<file path="src/sv/ftdt_pkg.sv">
// ----------------------------------------------------------------------------
// Float to decimal text package
// Shared types, codes, constants and the BCD correction used by the
// float to decimal text converter.
// ----------------------------------------------------------------------------
package ftdt_pkg;

  // Fraction digits printed at most (default for the top level parameter).
  localparam int unsigned FRAC_DIGITS_DEF = 7;
  localparam int unsigned FRAC_DIGITS_MAX = 7;
  localparam int unsigned KEPT_W          = $clog2(FRAC_DIGITS_MAX + 1);

  // Integer part: up to 31 bits, converted two bits per cycle into 10 digits.
  localparam int unsigned INT_DIGITS   = 10;
  localparam int unsigned NDIG_W       = 4;
  localparam int unsigned BIN_W        = 32;
  localparam int unsigned DABBLE_STEPS = BIN_W / 2;
  localparam int unsigned STEP_W       = $clog2(DABBLE_STEPS);
  localparam int unsigned BCD_W        = 4 * INT_DIGITS;

  // Fraction part in 24-bit fixed point.
  localparam int unsigned FRAC_W = 24;
  // Fixed point word: 31 integer bits and 24 fraction bits.
  localparam int unsigned FIX_W  = 55;
  localparam int unsigned IPART_W = 31;

  localparam int unsigned ROOM_W        = 6;
  localparam logic [5:0]  ROOM_MAX      = 6'd32;
  localparam logic [5:0]  ROOM_ZERO_MIN = 6'd4;

  // Biased exponent limits: 127 + 31 is too large, below 127 - 23 too small.
  localparam logic [7:0] EXP_LARGE      = 8'd158;
  localparam logic [7:0] EXP_SMALL      = 8'd104;
  // Right shift of {mant, 31 zeros} is 157 minus the biased exponent.
  localparam logic [7:0] EXP_SHIFT_BASE = 8'd157;

  localparam logic [7:0] CH_ZERO  = 8'h30;
  localparam logic [7:0] CH_MINUS = 8'h2D;
  localparam logic [7:0] CH_DOT   = 8'h2E;
  localparam logic [7:0] CH_NUL   = 8'h00;

  typedef enum logic [1:0] {
    ST_OK    = 2'd0,
    ST_LARGE = 2'd1,
    ST_SMALL = 2'd2,
    ST_ROOM  = 2'd3
  } ftdt_status_e;

  typedef struct packed {
    logic [31:0] float_bits;
    logic [5:0]  capacity;
  } ftdt_in_t;

  typedef struct packed {
    logic [7:0] char_code;
    logic [1:0] status;
    logic       last;
  } ftdt_out_t;

  // Everything the character emitter needs besides the digits themselves.
  typedef struct packed {
    logic              fail;
    ftdt_status_e      status;
    logic              neg;
    logic [NDIG_W-1:0] nd;
    logic [KEPT_W-1:0] kept;
  } ftdt_job_t;

  typedef enum logic [1:0] {
    CT_IDLE,
    CT_CONV,
    CT_CHECK,
    CT_HAND
  } ftdt_ctrl_e;

  typedef enum logic [2:0] {
    PH_IDLE,
    PH_SIGN,
    PH_INT,
    PH_DOT,
    PH_FRAC,
    PH_TERM,
    PH_FAIL
  } ftdt_phase_e;

  // Double dabble correction: every BCD digit of 5 or more gets 3 added.
  function automatic logic [BCD_W-1:0] dabble_adj(input logic [BCD_W-1:0] b);
    logic [BCD_W-1:0] r;
    r = b;
    for (int i = 0; i < INT_DIGITS; i++) begin
      if (b[4*i +: 4] >= 4'd5) begin
        r[4*i +: 4] = b[4*i +: 4] + 4'd3;
      end
    end
    return r;
  endfunction

endpackage

</file>
<file path="src/sv/ftdt_bcd.sv">
// ----------------------------------------------------------------------------
// Binary to BCD converter
// Serial double dabble that shifts in two bits of the integer part per cycle.
// ----------------------------------------------------------------------------
module ftdt_bcd (
  input  logic                                   clk_i,
  input  logic                                   rst_ni,
  input  logic                                   start_i,
  input  logic [ftdt_pkg::BIN_W-1:0]             bin_i,
  output logic                                   done_o,
  output logic [ftdt_pkg::INT_DIGITS-1:0][3:0]   digits_o
);

  logic [ftdt_pkg::BIN_W-1:0]  bin_q, bin_d;
  logic [ftdt_pkg::BCD_W-1:0]  bcd_q, bcd_d;
  logic [ftdt_pkg::BCD_W-1:0]  adj_a, adj_b, mid;
  logic [ftdt_pkg::STEP_W-1:0] cnt_q, cnt_d;
  logic                        run_q, run_d;

  always_comb begin
    adj_a = ftdt_pkg::dabble_adj(bcd_q);
    mid   = {adj_a[ftdt_pkg::BCD_W-2:0], bin_q[ftdt_pkg::BIN_W-1]};
    adj_b = ftdt_pkg::dabble_adj(mid);

    bin_d = bin_q;
    bcd_d = bcd_q;
    cnt_d = cnt_q;
    run_d = run_q;
    if (start_i) begin
      bin_d = bin_i;
      bcd_d = '0;
      cnt_d = '0;
      run_d = 1'b1;
    end else if (run_q) begin
      bin_d = bin_q << 2;
      bcd_d = {adj_b[ftdt_pkg::BCD_W-2:0], bin_q[ftdt_pkg::BIN_W-2]};
      cnt_d = cnt_q + 1'b1;
      if (cnt_q == ftdt_pkg::STEP_W'(ftdt_pkg::DABBLE_STEPS - 1)) begin
        run_d = 1'b0;
      end
    end
  end

  always_ff @(posedge clk_i or negedge rst_ni) begin
    if (!rst_ni) begin
      run_q <= 1'b0;
      cnt_q <= '0;
    end else begin
      run_q <= run_d;
      cnt_q <= cnt_d;
    end
  end

  always_ff @(posedge clk_i) begin
    bin_q <= bin_d;
    bcd_q <= bcd_d;
  end

  assign done_o   = !run_q;
  assign digits_o = bcd_q;

endmodule

</file>
<file path="src/sv/ftdt_frac.sv">
// ----------------------------------------------------------------------------
// Fraction digit generator
// Multiplies the 24-bit fraction by ten once per cycle and shifts the
// integer part of each product into a digit register.
// ----------------------------------------------------------------------------
module ftdt_frac #(
  parameter int unsigned FRAC_DIGITS = ftdt_pkg::FRAC_DIGITS_DEF
) (
  input  logic                          clk_i,
  input  logic                          rst_ni,
  input  logic                          start_i,
  input  logic [ftdt_pkg::FRAC_W-1:0]   frac_i,
  output logic                          done_o,
  output logic [4*FRAC_DIGITS-1:0]      digits_o
);

  localparam int unsigned CntW = (FRAC_DIGITS > 1) ? $clog2(FRAC_DIGITS) : 1;

  logic [ftdt_pkg::FRAC_W-1:0] f_q, f_d;
  logic [ftdt_pkg::FRAC_W+3:0] prod;
  logic [4*FRAC_DIGITS-1:0]    dig_q, dig_d;
  logic [CntW-1:0]             cnt_q, cnt_d;
  logic                        run_q, run_d;

  always_comb begin
    // Times ten as eight times plus two times.
    prod = {1'b0, f_q, 3'b000} + {3'b000, f_q, 1'b0};

    f_d   = f_q;
    dig_d = dig_q;
    cnt_d = cnt_q;
    run_d = run_q;
    if (start_i) begin
      f_d   = frac_i;
      dig_d = '0;
      cnt_d = '0;
      run_d = 1'b1;
    end else if (run_q) begin
      // The first digit ends up in the lowest slot after the last step.
      f_d   = prod[ftdt_pkg::FRAC_W-1:0];
      dig_d = dig_q >> 4;
      dig_d[4*FRAC_DIGITS-1 -: 4] = prod[ftdt_pkg::FRAC_W+3 -: 4];
      cnt_d = cnt_q + 1'b1;
      if (cnt_q == CntW'(FRAC_DIGITS - 1)) begin
        run_d = 1'b0;
      end
    end
  end

  always_ff @(posedge clk_i or negedge rst_ni) begin
    if (!rst_ni) begin
      run_q <= 1'b0;
      cnt_q <= '0;
    end else begin
      run_q <= run_d;
      cnt_q <= cnt_d;
    end
  end

  always_ff @(posedge clk_i) begin
    f_q   <= f_d;
    dig_q <= dig_d;
  end

  assign done_o   = !run_q;
  assign digits_o = dig_q;

endmodule

</file>
<file path="src/sv/ftdt_emit.sv">
// ----------------------------------------------------------------------------
// Character emitter
// Copies a finished conversion and sends it one character per cycle
// while the output is not stalled, through a registered output stage.
// ----------------------------------------------------------------------------
module ftdt_emit #(
  parameter int unsigned FRAC_DIGITS = ftdt_pkg::FRAC_DIGITS_DEF
) (
  input  logic                                  clk_i,
  input  logic                                  rst_ni,
  input  logic                                  start_i,
  input  ftdt_pkg::ftdt_job_t                   job_i,
  input  logic [ftdt_pkg::INT_DIGITS-1:0][3:0]  int_digits_i,
  input  logic [4*FRAC_DIGITS-1:0]              frac_digits_i,
  output logic                                  ready_o,
  output logic                                  out_valid_o,
  input  logic                                  out_stall_i,
  output ftdt_pkg::ftdt_out_t                   out_data_o
);

  ftdt_pkg::ftdt_phase_e                 phase_q, phase_d;
  ftdt_pkg::ftdt_status_e                status_q;
  logic [ftdt_pkg::INT_DIGITS-1:0][3:0]  int_q;
  logic [4*FRAC_DIGITS-1:0]              frac_q;
  logic [ftdt_pkg::NDIG_W-1:0]           idx_q;
  logic [ftdt_pkg::KEPT_W-1:0]           cnt_q;
  logic                                  out_valid_q;
  ftdt_pkg::ftdt_out_t                   out_q, char_w;
  logic                                  load, emit;

  // The output register can take a new character when empty or draining.
  assign load = !out_valid_q || !out_stall_i;

  always_comb begin
    phase_d = phase_q;
    case (phase_q)
      ftdt_pkg::PH_IDLE: begin
        if (start_i) begin
          if (job_i.fail) begin
            phase_d = ftdt_pkg::PH_FAIL;
          end else if (job_i.neg) begin
            phase_d = ftdt_pkg::PH_SIGN;
          end else begin
            phase_d = ftdt_pkg::PH_INT;
          end
        end
      end
      ftdt_pkg::PH_SIGN: if (load) phase_d = ftdt_pkg::PH_INT;
      ftdt_pkg::PH_INT: if (load && idx_q == '0) phase_d = ftdt_pkg::PH_DOT;
      ftdt_pkg::PH_DOT: if (load) phase_d = ftdt_pkg::PH_FRAC;
      ftdt_pkg::PH_FRAC: begin
        if (load && cnt_q == ftdt_pkg::KEPT_W'(1)) phase_d = ftdt_pkg::PH_TERM;
      end
      ftdt_pkg::PH_TERM: if (load) phase_d = ftdt_pkg::PH_IDLE;
      ftdt_pkg::PH_FAIL: if (load) phase_d = ftdt_pkg::PH_IDLE;
      default: phase_d = ftdt_pkg::PH_IDLE;
    endcase
  end

  always_comb begin
    char_w.char_code = ftdt_pkg::CH_NUL;
    char_w.status    = ftdt_pkg::ST_OK;
    char_w.last      = 1'b0;
    emit             = load;
    case (phase_q)
      ftdt_pkg::PH_IDLE: emit = 1'b0;
      ftdt_pkg::PH_SIGN: char_w.char_code = ftdt_pkg::CH_MINUS;
      ftdt_pkg::PH_INT:  char_w.char_code = ftdt_pkg::CH_ZERO + {4'd0, int_q[idx_q]};
      ftdt_pkg::PH_DOT:  char_w.char_code = ftdt_pkg::CH_DOT;
      ftdt_pkg::PH_FRAC: char_w.char_code = ftdt_pkg::CH_ZERO + {4'd0, frac_q[3:0]};
      ftdt_pkg::PH_TERM: char_w.last = 1'b1;
      ftdt_pkg::PH_FAIL: begin
        char_w.status = status_q;
        char_w.last   = 1'b1;
      end
      default: emit = 1'b0;
    endcase
  end

  always_ff @(posedge clk_i or negedge rst_ni) begin
    if (!rst_ni) begin
      phase_q     <= ftdt_pkg::PH_IDLE;
      out_valid_q <= 1'b0;
    end else begin
      phase_q <= phase_d;
      if (emit) begin
        out_valid_q <= 1'b1;
      end else if (!out_stall_i) begin
        out_valid_q <= 1'b0;
      end
    end
  end

  always_ff @(posedge clk_i) begin
    if (emit) begin
      out_q <= char_w;
    end
    if (phase_q == ftdt_pkg::PH_IDLE && start_i) begin
      int_q    <= int_digits_i;
      frac_q   <= frac_digits_i;
      status_q <= job_i.status;
      cnt_q    <= job_i.kept;
      // With no integer digits the slot at index zero holds a zero digit.
      idx_q    <= (job_i.nd == '0) ? '0 : job_i.nd - 1'b1;
    end else if (emit && phase_q == ftdt_pkg::PH_INT) begin
      idx_q <= idx_q - 1'b1;
    end else if (emit && phase_q == ftdt_pkg::PH_FRAC) begin
      frac_q <= frac_q >> 4;
      cnt_q  <= cnt_q - 1'b1;
    end
  end

  assign ready_o     = (phase_q == ftdt_pkg::PH_IDLE);
  assign out_valid_o = out_valid_q;
  assign out_data_o  = out_q;

  a_start_idle: assert property (@(posedge clk_i) disable iff (!rst_ni)
    start_i |-> phase_q == ftdt_pkg::PH_IDLE)
    else $error("emitter started while busy");

  a_frac_count: assert property (@(posedge clk_i) disable iff (!rst_ni)
    phase_q == ftdt_pkg::PH_FRAC |-> cnt_q != '0)
    else $error("fraction phase with no digits left");

  a_fail_char: assert property (@(posedge clk_i) disable iff (!rst_ni)
    (out_valid_o && out_data_o.status != ftdt_pkg::ST_OK) |->
      (out_data_o.char_code == ftdt_pkg::CH_NUL && out_data_o.last))
    else $error("failure item is not a lone terminator");

endmodule

</file>
<file path="src/sv/float_to_decimal_text_top.sv">
// ----------------------------------------------------------------------------
// Float to decimal text converter, top level
// Turns an IEEE single precision value into ASCII decimal characters.
// ----------------------------------------------------------------------------
// Usage:
// The input channel (in_valid_i, in_stall_o, in_data_i) takes one item: the
// float bits and the buffer capacity. An item is taken on a clock edge where
// in_valid_i is high and in_stall_o is low. The output channel (out_valid_o,
// out_stall_i, out_data_o) gives one character per item: optional '-', the
// integer digits or '0', '.', the fraction digits and a NUL with last set.
// When the value or the buffer does not fit, a single NUL item with last set
// carries the status instead.
// Sequence: a two-bit double dabble of the integer part (the fraction
// digits are made alongside, one per cycle), a wait until both converters
// are done, the room checks and the hand-off, after which the emitter
// starts and registers the first character, then one character per cycle
// while not stalled.
// The emitter keeps its own copy of the digits, so the next item is taken
// and converted while the previous text still goes out.
// Reset clears all control state; the outputs show no valid item after it.
// A stall on the output holds the output register and the emitter; a
// conversion that finishes meanwhile waits in the hand-off state.
// ----------------------------------------------------------------------------
module float_to_decimal_text_top #(
  parameter int unsigned FRAC_DIGITS = ftdt_pkg::FRAC_DIGITS_DEF
) (
  input  logic                 clk_i,
  input  logic                 rst_ni,
  input  logic                 in_valid_i,
  output logic                 in_stall_o,
  input  ftdt_pkg::ftdt_in_t   in_data_i,
  output logic                 out_valid_o,
  input  logic                 out_stall_i,
  output ftdt_pkg::ftdt_out_t  out_data_o
);

  ftdt_pkg::ftdt_ctrl_e state_q, state_d;

  // Capture-side decode of the incoming item.
  logic                                 accept;
  logic [7:0]                           exp_w;
  logic [7:0]                           shift_w;
  logic                                 is_zero;
  logic [ftdt_pkg::ROOM_W-1:0]          room_sat;
  logic [23:0]                          mant;
  logic [ftdt_pkg::FIX_W-1:0]           fixed;
  logic [ftdt_pkg::BIN_W-1:0]           ipart;
  logic [ftdt_pkg::FRAC_W-1:0]          fpart;
  ftdt_pkg::ftdt_status_e               pre_status;

  logic [ftdt_pkg::ROOM_W-1:0]          room_q;
  logic                                 neg_q;
  ftdt_pkg::ftdt_job_t                  job_q, job_d;
  logic                                 job_we;

  // Converter outputs.
  logic                                 bcd_start, bcd_done;
  logic                                 frac_done;
  logic [ftdt_pkg::INT_DIGITS-1:0][3:0] int_dig;
  logic [4*FRAC_DIGITS-1:0]             frac_dig;

  // Room checks.
  logic [ftdt_pkg::NDIG_W-1:0]          nd_w;
  logic [ftdt_pkg::KEPT_W-1:0]          cnt_w, kept_w;
  logic [ftdt_pkg::ROOM_W-1:0]          r1, r2, r3, r4;
  logic                                 chk_fail;

  logic                                 emit_ready, emit_start;

  assign in_stall_o = (state_q != ftdt_pkg::CT_IDLE);
  assign accept     = in_valid_i && !in_stall_o;

  // Classify the value and place it into 31.24 fixed point: the mantissa
  // with 31 zeros appended is shifted right by 157 minus the exponent.
  always_comb begin
    exp_w    = in_data_i.float_bits[30:23];
    is_zero  = (in_data_i.float_bits[30:0] == 31'd0);
    room_sat = (in_data_i.capacity > ftdt_pkg::ROOM_MAX) ? ftdt_pkg::ROOM_MAX
                                                         : in_data_i.capacity;
    mant     = is_zero ? 24'd0 : {1'b1, in_data_i.float_bits[22:0]};
    shift_w  = ftdt_pkg::EXP_SHIFT_BASE - exp_w;
    fixed    = {mant, 31'd0} >> shift_w[5:0];
    ipart    = {1'b0, fixed[ftdt_pkg::FIX_W-1 -: ftdt_pkg::IPART_W]};
    fpart    = fixed[ftdt_pkg::FRAC_W-1:0];

    // Zero is checked first; it needs room for "0.0" and the terminator.
    if (is_zero) begin
      pre_status = (room_sat < ftdt_pkg::ROOM_ZERO_MIN) ? ftdt_pkg::ST_ROOM
                                                        : ftdt_pkg::ST_OK;
    end else if (exp_w >= ftdt_pkg::EXP_LARGE) begin
      pre_status = ftdt_pkg::ST_LARGE;
    end else if (exp_w < ftdt_pkg::EXP_SMALL) begin
      pre_status = ftdt_pkg::ST_SMALL;
    end else begin
      pre_status = ftdt_pkg::ST_OK;
    end
  end

  assign bcd_start = accept && (pre_status == ftdt_pkg::ST_OK);

  ftdt_bcd u_bcd (
    .clk_i    (clk_i),
    .rst_ni   (rst_ni),
    .start_i  (bcd_start),
    .bin_i    (ipart),
    .done_o   (bcd_done),
    .digits_o (int_dig)
  );

  ftdt_frac #(
    .FRAC_DIGITS (FRAC_DIGITS)
  ) u_frac (
    .clk_i    (clk_i),
    .rst_ni   (rst_ni),
    .start_i  (bcd_start),
    .frac_i   (fpart),
    .done_o   (frac_done),
    .digits_o (frac_dig)
  );

  // Room accounting once all digits are known. Each step uses the room
  // left by the one before; a failure sticks even if later values wrap.
  // The sign, integer digits, point, kept fraction digits and terminator
  // each take one unit; the lone '0' before the point takes none.
  always_comb begin
    nd_w = '0;
    for (int i = 0; i < ftdt_pkg::INT_DIGITS; i++) begin
      if (int_dig[i] != 4'd0) begin
        nd_w = ftdt_pkg::NDIG_W'(i + 1);
      end
    end

    chk_fail = 1'b0;
    if (neg_q && room_q == '0) chk_fail = 1'b1;
    r1 = room_q - {{(ftdt_pkg::ROOM_W-1){1'b0}}, neg_q};
    if ({2'b00, nd_w} > r1) chk_fail = 1'b1;
    r2 = r1 - {2'b00, nd_w};
    if (r2 == '0) chk_fail = 1'b1;
    r3 = r2 - 1'b1;
    if (r3 == '0) chk_fail = 1'b1;

    // Digits produced: the lesser of the fraction width and the room left.
    cnt_w = (r3 < ftdt_pkg::ROOM_W'(FRAC_DIGITS)) ? r3[ftdt_pkg::KEPT_W-1:0]
                                                   : ftdt_pkg::KEPT_W'(FRAC_DIGITS);
    // Trailing zeros are dropped, but one fraction digit always stays.
    kept_w = ftdt_pkg::KEPT_W'(1);
    for (int j = 0; j < FRAC_DIGITS; j++) begin
      if (ftdt_pkg::KEPT_W'(j) < cnt_w && frac_dig[4*j +: 4] != 4'd0) begin
        kept_w = ftdt_pkg::KEPT_W'(j + 1);
      end
    end
    r4 = r3 - {{(ftdt_pkg::ROOM_W-ftdt_pkg::KEPT_W){1'b0}}, kept_w};
    if (r4 == '0) chk_fail = 1'b1;
  end

  // Next state.
  always_comb begin
    state_d = state_q;
    case (state_q)
      ftdt_pkg::CT_IDLE: begin
        if (accept) begin
          state_d = (pre_status == ftdt_pkg::ST_OK) ? ftdt_pkg::CT_CONV
                                                    : ftdt_pkg::CT_HAND;
        end
      end
      ftdt_pkg::CT_CONV:  if (bcd_done && frac_done) state_d = ftdt_pkg::CT_CHECK;
      ftdt_pkg::CT_CHECK: state_d = ftdt_pkg::CT_HAND;
      ftdt_pkg::CT_HAND:  if (emit_ready) state_d = ftdt_pkg::CT_IDLE;
      default:            state_d = ftdt_pkg::CT_IDLE;
    endcase
  end

  // Outputs of the control sequence: the job record and the hand-off.
  always_comb begin
    job_we     = 1'b0;
    job_d      = job_q;
    emit_start = 1'b0;
    case (state_q)
      ftdt_pkg::CT_IDLE: begin
        if (accept && pre_status != ftdt_pkg::ST_OK) begin
          job_we      = 1'b1;
          job_d.fail  = 1'b1;
          job_d.status = pre_status;
          job_d.neg   = 1'b0;
          job_d.nd    = '0;
          job_d.kept  = ftdt_pkg::KEPT_W'(1);
        end
      end
      ftdt_pkg::CT_CHECK: begin
        job_we       = 1'b1;
        job_d.fail   = chk_fail;
        job_d.status = chk_fail ? ftdt_pkg::ST_ROOM : ftdt_pkg::ST_OK;
        job_d.neg    = neg_q;
        job_d.nd     = nd_w;
        job_d.kept   = kept_w;
      end
      ftdt_pkg::CT_HAND: emit_start = emit_ready;
      default: emit_start = 1'b0;
    endcase
  end

  always_ff @(posedge clk_i or negedge rst_ni) begin
    if (!rst_ni) begin
      state_q <= ftdt_pkg::CT_IDLE;
    end else begin
      state_q <= state_d;
    end
  end

  always_ff @(posedge clk_i) begin
    if (accept) begin
      room_q <= room_sat;
      // Zero prints without a sign.
      neg_q  <= in_data_i.float_bits[31] && !is_zero;
    end
    if (job_we) begin
      job_q <= job_d;
    end
  end

  ftdt_emit #(
    .FRAC_DIGITS (FRAC_DIGITS)
  ) u_emit (
    .clk_i         (clk_i),
    .rst_ni        (rst_ni),
    .start_i       (emit_start),
    .job_i         (job_q),
    .int_digits_i  (int_dig),
    .frac_digits_i (frac_dig),
    .ready_o       (emit_ready),
    .out_valid_o   (out_valid_o),
    .out_stall_i   (out_stall_i),
    .out_data_o    (out_data_o)
  );

  a_check_after_conv: assert property (@(posedge clk_i) disable iff (!rst_ni)
    state_q == ftdt_pkg::CT_CHECK |-> (bcd_done && frac_done))
    else $error("room check before digits are complete");

  a_accept_blocks: assert property (@(posedge clk_i) disable iff (!rst_ni)
    accept |=> in_stall_o)
    else $error("second item taken during a conversion");

  a_fail_has_status: assert property (@(posedge clk_i) disable iff (!rst_ni)
    (state_q == ftdt_pkg::CT_HAND && job_q.fail) |-> job_q.status != ftdt_pkg::ST_OK)
    else $error("failed job without a failure status");

endmodule

</file>
<file path="config.mk">
export PLATFORM = sky130hd
export DESIGN_NAME = float_to_decimal_text_top
export DESIGN_NICKNAME = d
export VERILOG_FILES = /design/src/sv/ftdt_pkg.sv /design/src/sv/ftdt_bcd.sv /design/src/sv/ftdt_frac.sv /design/src/sv/ftdt_emit.sv /design/src/sv/float_to_decimal_text_top.sv
export SDC_FILE = /design/constraint.sdc
export NUM_CORES = 1
export LEC_CHECK = 0
export ABC_AREA = 1
export BUFFER_PORTS_ARGS = -buffer_cell sky130_fd_sc_hd__buf_2
export CORE_UTILIZATION = 55
export DETAILED_ROUTE_END_ITERATION = 6
export PLACE_DENSITY_LB_ADDON = 0.1
export SETUP_SLACK_MARGIN = 0.2
export SLEW_MARGIN = 10
export SYNTH_ARGS = -nofsm -noshare
export SYNTH_HDL_FRONTEND = slang
export SYNTH_SLANG_ARGS = --single-unit
</file>
<file path="constraint.sdc">
create_clock -name clk_i -period 4.5 [get_ports clk_i]
set_input_delay 0.225 -clock clk_i [delete_from_list [all_inputs] [get_ports clk_i]]
set_output_delay 0.225 -clock clk_i [all_outputs]
set_load 0.1 [all_outputs]
</file>
Yosys cells after proc, flatten, opt, wreduce, memory -nomap -nowiden:

Index checks and enable logic that the tools add are counted.
W data, S select, Z words.

* register bits: 245
* bits in latches: 0
* bits in writable memories: 0
* ROM bits: 0
* bits of input ports: 42
* output and inout bits: 13
* word-level logic and storage cells: 288
* memories kept: 0

* add/sub/neg operators: 33
* $mul: 0
* divide/modulo/power cells: 0
* $lt $le $gt $ge: 33
* equality and inequality tests: 24
* shift operators: 1
* multiplexer cells: 98
* bitwise gates (word level): 0
* reduce and logical (&&, ||, !) cells: 63

Operator list (count)
* $mux W4: 33
* $mux W28: 3
* $ge A4 B3 Y1 const B: 20
* $add A4 B2 Y4 const B: 18
* $mux W24: 3
* $reduce_bool A4 Y1: 16
* $mux W31: 2
* $mux W3: 20
* $shr A55 B6 Y55: 1
* $pmux W8 S4: 1
* $logic_not A31 Y1: 1
* $add A27 B25 Y28: 1
* $logic_not A6 Y1: 4
* $mux W2: 11
* $pmux W11 S2: 1
* $mux W1: 18
* $pmux W3 S6: 1
* $logic_and A1 B1 Y1: 17
* $bmux W4 S4: 1
* $ne A2 B1 Y1 const B: 8
* $add A6 B4 Y7 const A: 2
* $reduce_bool A2 Y1: 7
* $eq A3 B3 Y1 const B: 4
* $lt A6 B3 Y1 const B: 2
* other kinds (38): 57

Depth between registers and ports, before layout:

* word-level depth: 28
* gate-level depth with buffers: 42
* depth with buffers taken out: 42

Cells and area by module:

From an unflattened synthesis, not the netlist that was laid out.

* cells, all modules: 2291
* area, all modules: 16492.1 um^2

Modules (own cells, without submodules)
* ftdt_bcd: times used 1, cells each 666, area each 4839.6 um^2, seq. area each 1886.8 um^2
* ftdt_emit: times used 1, cells each 411, area each 4126.5 um^2, seq. area each 2682.6 um^2
* ftdt_frac: times used 1, cells each 568, area each 3827.4 um^2, seq. area each 1381.3 um^2
* float_to_decimal_text_top: times used 1, cells each 646, area each 3698.5 um^2, seq. area each 590.6 um^2

Worst setup path before layout:

Ideal clock, no wire load.

* path type: flip-flop to flip-flop
* from: reg u_bcd.bcd_q (netlist bit u_bcd.digits_o[4])
* to: reg job_q[9] in the netlist's numbering (data pin)
* library setup time: 0.255 ns
* arrival: 4.292 ns
* required time: 4.245 ns
* slack: -0.047 ns
* cell stages (with the launch flop): 41
* path buffers: 0
* clock period less this slack: 4.547 ns
* cell sequence: dfxtp_1 inv_1 ha_1 inv_1 nor3_1 o31ai_1 nand2_1 nand2_1 nand2_1 nand2_1 nand2_1 nand2_1 a21oi_1 ha_1 inv_1 fa_1 inv_1 ha_1 [5 not listed] nor2_1 nand2_1 nor2_1 nor2_1 nor2_1 nand2_1 nand2_1 nor2_1 ha_1 inv_1 o21bai_1 a21oi_1 nor2_1 nor2_1 nand4_1 o2111ai_1 o21ai_0 inv_1

RTL lines
* from (decl): line ftdt_bcd.sv:15 `logic [ftdt_pkg::BCD_W-1:0] bcd_q, bcd_d;`
* from (signal assigned): line ftdt_bcd.sv:56 `bcd_q <= bcd_d;`
* to (signal assigned): line float_to_decimal_text_top.sv:217 `job_q <= job_d;`
* to (decl): line float_to_decimal_text_top.sv:53 `ftdt_pkg::ftdt_job_t job_q, job_d;`

Worst setup path after layout:

* from: reg u_bcd.bcd_q (netlist bit u_bcd.digits_o[4])
* to: reg job_q[10] in the netlist's numbering (data pin)

* longest elaborated chain between the ends: 26
* elaborated cells between the ends (all ways): 42
* those cells by class: 3 x add/sub; 8 x order compare; 21 x mux; 10 x reduce/logical

Ends and longest elaborated chain
* $reduce_bool A4 Y1 (*): line float_to_decimal_text_top.sv:128 `if (int_dig[i] != 4'd0) begin`
* $mux W4 (*) (9 in a row): line float_to_decimal_text_top.sv:128
* net nd_w, one bit: line float_to_decimal_text_top.sv:63 `logic [ftdt_pkg::NDIG_W-1:0] nd_w;`
* $sub A6 B4 Y6: line float_to_decimal_text_top.sv:137 `r2 = r1 - {2'b00, nd_w};`
* $sub A6 B1 Y6: line float_to_decimal_text_top.sv:139 `r3 = r2 - 1'b1;`
* $lt A6 B3 Y1: line float_to_decimal_text_top.sv:143 `cnt_w = (r3 < ftdt_pkg::ROOM_W'(FRAC_DIGITS)) ? r3[ftdt_pkg::KEPT_W-1:0]`
* $mux W3: line float_to_decimal_text_top.sv:143
* $lt A1 B3 Y1: line float_to_decimal_text_top.sv:148 `if (ftdt_pkg::KEPT_W'(j) < cnt_w && frac_dig[4*j +: 4] != 4'd0) begin`
* $logic_and A1 B1 Y1: line float_to_decimal_text_top.sv:148
* $mux W2: line float_to_decimal_text_top.sv:148
* $mux W3 (5 in a row): line float_to_decimal_text_top.sv:148
* $sub A6 B3 Y6: line float_to_decimal_text_top.sv:152 `r4 = r3 - {{(ftdt_pkg::ROOM_W-ftdt_pkg::KEPT_W){1'b0}}, kept_w};`
* $logic_not A6 Y1: line float_to_decimal_text_top.sv:153 `if (r4 == '0) chk_fail = 1'b1;`
* $mux W1 (*): line float_to_decimal_text_top.sv:153
* $pmux W11 S2 (*): line float_to_decimal_text_top.sv:178 `case (state_q)`

The timed path passes the listed nets; every way through them passes the cells marked *.
A chain may end at the register's enable or synchronous reset.

==> flow_metrics.tcl <==
set metrics [dict create \
    path_max_fanout 4 \
    critPathMaxStageDelay_ns 0.41 \
    h-tree-depth 1 \
    max_clock_freq_mhz 206 \
    clockBufferDepth 3 \
    power_density_nw_per_um2 872 \
    hold_ws_ns 0.0133 \
    nets 2181 \
    clk_latency_ns 0.55 \
    hold_violations 0 \
    fp.dieH_um 168 \
    ios 55 \
    reg2reg_depth 37 \
    final_cells 2411 \
    antenna_found_initial 0 \
    status "finished with violations" \
    ys_ff_latch 243 \
    first_global_vias 12872 \
    ys_async_sr_fraction_pct 6.17 \
    hp-class "input pin to register" \
    cts_buffers 27 \
    final_core_util_pct 65.1 \
    start_util_pct 56.2 \
    detail-route-antenna-nets 0 \
    root_buffer "clkbuf_16" \
    dieArea_um2 28300 \
    period_minus_slack_ns 4.85 \
    reg2reg_from "u_bcd.digits_o[4]" \
    place.gp.congestion 0.956 \
    hold_start "in_data_i[37]" \
    ff2ff_setup_slack_ns -0.35 \
    r2r_end "job_q[10]" \
    syn_to_final_growth_pct 15.8 \
    grt-ovfl-total 0 \
    first_pass_iters 5 \
    ys_types 54 \
    slew_headroom_pct 32.5 \
    failed_checks "setup timing" \
    mostFrequentLayoutCell "nand2_1" \
    n_fill_cell 2306 \
    grt_use_total_pct 27.3 \
    maxSlewViolCount 0 \
    rsz0062_at_grt "yes" \
    synthFlopType "edfxtp_1" \
    ir_drop_mv 0.400 \
    syn-instance-count 1926 \
    totalWireLength_mm 38.3 \
    wl_per_cell_um 15.9 \
    place_area_um2 16400 \
    synth.avg_cell_area_um2 7.88 \
    initialDrtViolationCount 1077 \
    syn_area_um2 15200 \
    critPathKind "register to register" \
    worstHoldPathCells 3 \
    routed_via_density 5.57 \
    antenna_cells 0 \
    multi_input_area_um2 7600 \
    setup_viol 3 \
    fp.dieW_um 168 \
    numClockSinks 243 \
    rows 60 \
    drc 0 \
    fin_tns_setup_ns -1.02 \
    final_cell_mix "407 x nand2_1, 244 x o21ai_0, 227 x inv_1" \
    hold_end "neg_q" \
    fin_area_um2 17600 \
    coreArea_um2 27000 \
    startpoint_type "register" \
    vias 13426 \
    place_ws_ns -0.622 \
    cts_tree "yes" \
    port_buffers 52 \
    crit_path_end_kind "register" \
    finClkSkew_ns 0.00720 \
    drive_gt1_share_pct 12.9 \
    tightestPinTransition_ns 1.01 \
    hpwlAfterDp_mm 27.9 \
    setup_slack_ns -0.346 \
    critPathRequiredTime_ns 4.81 \
    slowest_stage "fa_2" \
    max_cap_violations 0 \
    clk_pin_slew_ns 0.06 \
    grt_max_degree 61 \
    regArea_um2 6530 \
    grt_pass1_wl_mm 62.4 \
    power_leakage_nw 7.95 \
    critPathArrivalTime_ns 5.16 \
    yosysSeqAreaShare_pct 43.0 \
    synth_enable_flop_cells 159 \
    p_total_mw 15.3 \
    final.period_utilization_pct 108 \
    ys.warnings.count 0 \
    dp_cells 2348 \
]
## sequential cells by signal, summed over array words and instances (netlist names), 3 cells and up
register           cells
u_emit.out_data_o      9
u_bcd.digits_o        40
u_emit.cnt_q           3
job_q                 11
u_bcd.cnt_q            4
u_emit.frac_q         28
u_frac.cnt_q           3
u_emit.int_q          40
u_frac.digits_o       28
u_frac.f_q            24
room_q                 6
u_emit.phase_q         3
u_emit.idx_q           4
u_bcd.bin_q           32
## power breakdown
part,switching (mW),internal [mW]
Combinational,5.50,3.29
Clock,0.906,1.45
Sequential,0.502,3.71
## timing repair
item                                    4_1_cts  5_1_grt
hold buffers                                  7        0
buffers inserted                              4        2
gates cloned                                  0        0
pin swaps                                     6        5
hold endpoints to repair                     21        0
endpoints found under the setup margin        3        5
gates resized for setup                      16       16
## routing by layer
| metal | vias up | GRT usage [%] | wire length, um |
|---|---|---|---|
| met3 | 103 | 3.43 | 2000 |
| met2 | 401 | 47.1 | 18200 |
| met4 | 0 | 11.6 | 1430 |
| met1 | 6173 | 34.7 | 16600 |
| met5 | - | 0 | 0 |
| li1 | 6749 | - | - |
## cells in the mapped netlist, drive strengths merged (12+ instances only)
cell type  count  area share [%]
o22ai         43             1.8
o21ai        259             8.5
dfrtp         15             2.5
or2           12            0.49
a211oi        21             1.0
xor2          45             2.6
nor3          26            0.92
inv          245             6.1
edfxtp       159              31
nand4         14            0.58
ha            88             7.3
buf           34             1.2
clkbuf        38            0.94
nor2         165             4.3
nand3         86             2.8
a21oi         93             3.1
a31oi         24            0.99
nand2        414              10
dfxtp         69             9.1
## logic make-up (layout without fill, tap and decap cells)
kind of cell / count (synthesis) / after routing / share of synthesized area [%]
adders and majority gates: 90 / 90 / 7.52
DFF: 243 / 243 / 43.0
and+or+nand+nor: 731 / 731 / 20.0
muxes: 10 / 10 / 0.659
other: 1 / 2 / 0.0247
xor gates and xnor gates: 56 / 56 / 3.28
buffers and inverters: 319 / 462 / 8.24
AOI/OAI and AO/OA: 476 / 476 / 17.3
## cell type report
type	instances	share of cell area (%)
inverters	247	5.27
clock buffers	36	4.20
well taps	341	2.43
repair buffers	165	6.55
flip-flops and latches	243	37.2
multi-input cells	1365	43.2
clock inverters	14	1.21
## critical path: cells and delay by family, from the launching register on
family | cells | cell delay, ns
XOR/XNOR | 1 | 0.20
adder cells (fa/ha/maj) | 5 | 1.19
buffers and inverters | 7 | 0.51
AO/OA/AOI/OAI | 6 | 0.78
flip-flops | 1 | 0.32
AND/OR/NAND/NOR | 18 | 1.63
## how the worst max path moves through the flow
stage | from | to | slack [ns] | cells past startpoint
2_1_floorplan | u_bcd.digits_o[4] | job_q[9] | 0.07 | 40
3_3_place_gp | u_bcd.digits_o[12] | job_q[9] | -0.46 | 38
3_5_place_dp | u_bcd.digits_o[12] | job_q[10] | -0.62 | 35
4_1_cts | u_bcd.digits_o[4] | job_q[10] | -0.30 | 37
5_1_grt | u_bcd.digits_o[4] | job_q[10] | -0.70 | 38
6_report | u_bcd.digits_o[4] | job_q[10] | -0.35 | 37
(Power assumes the default switching activity.)
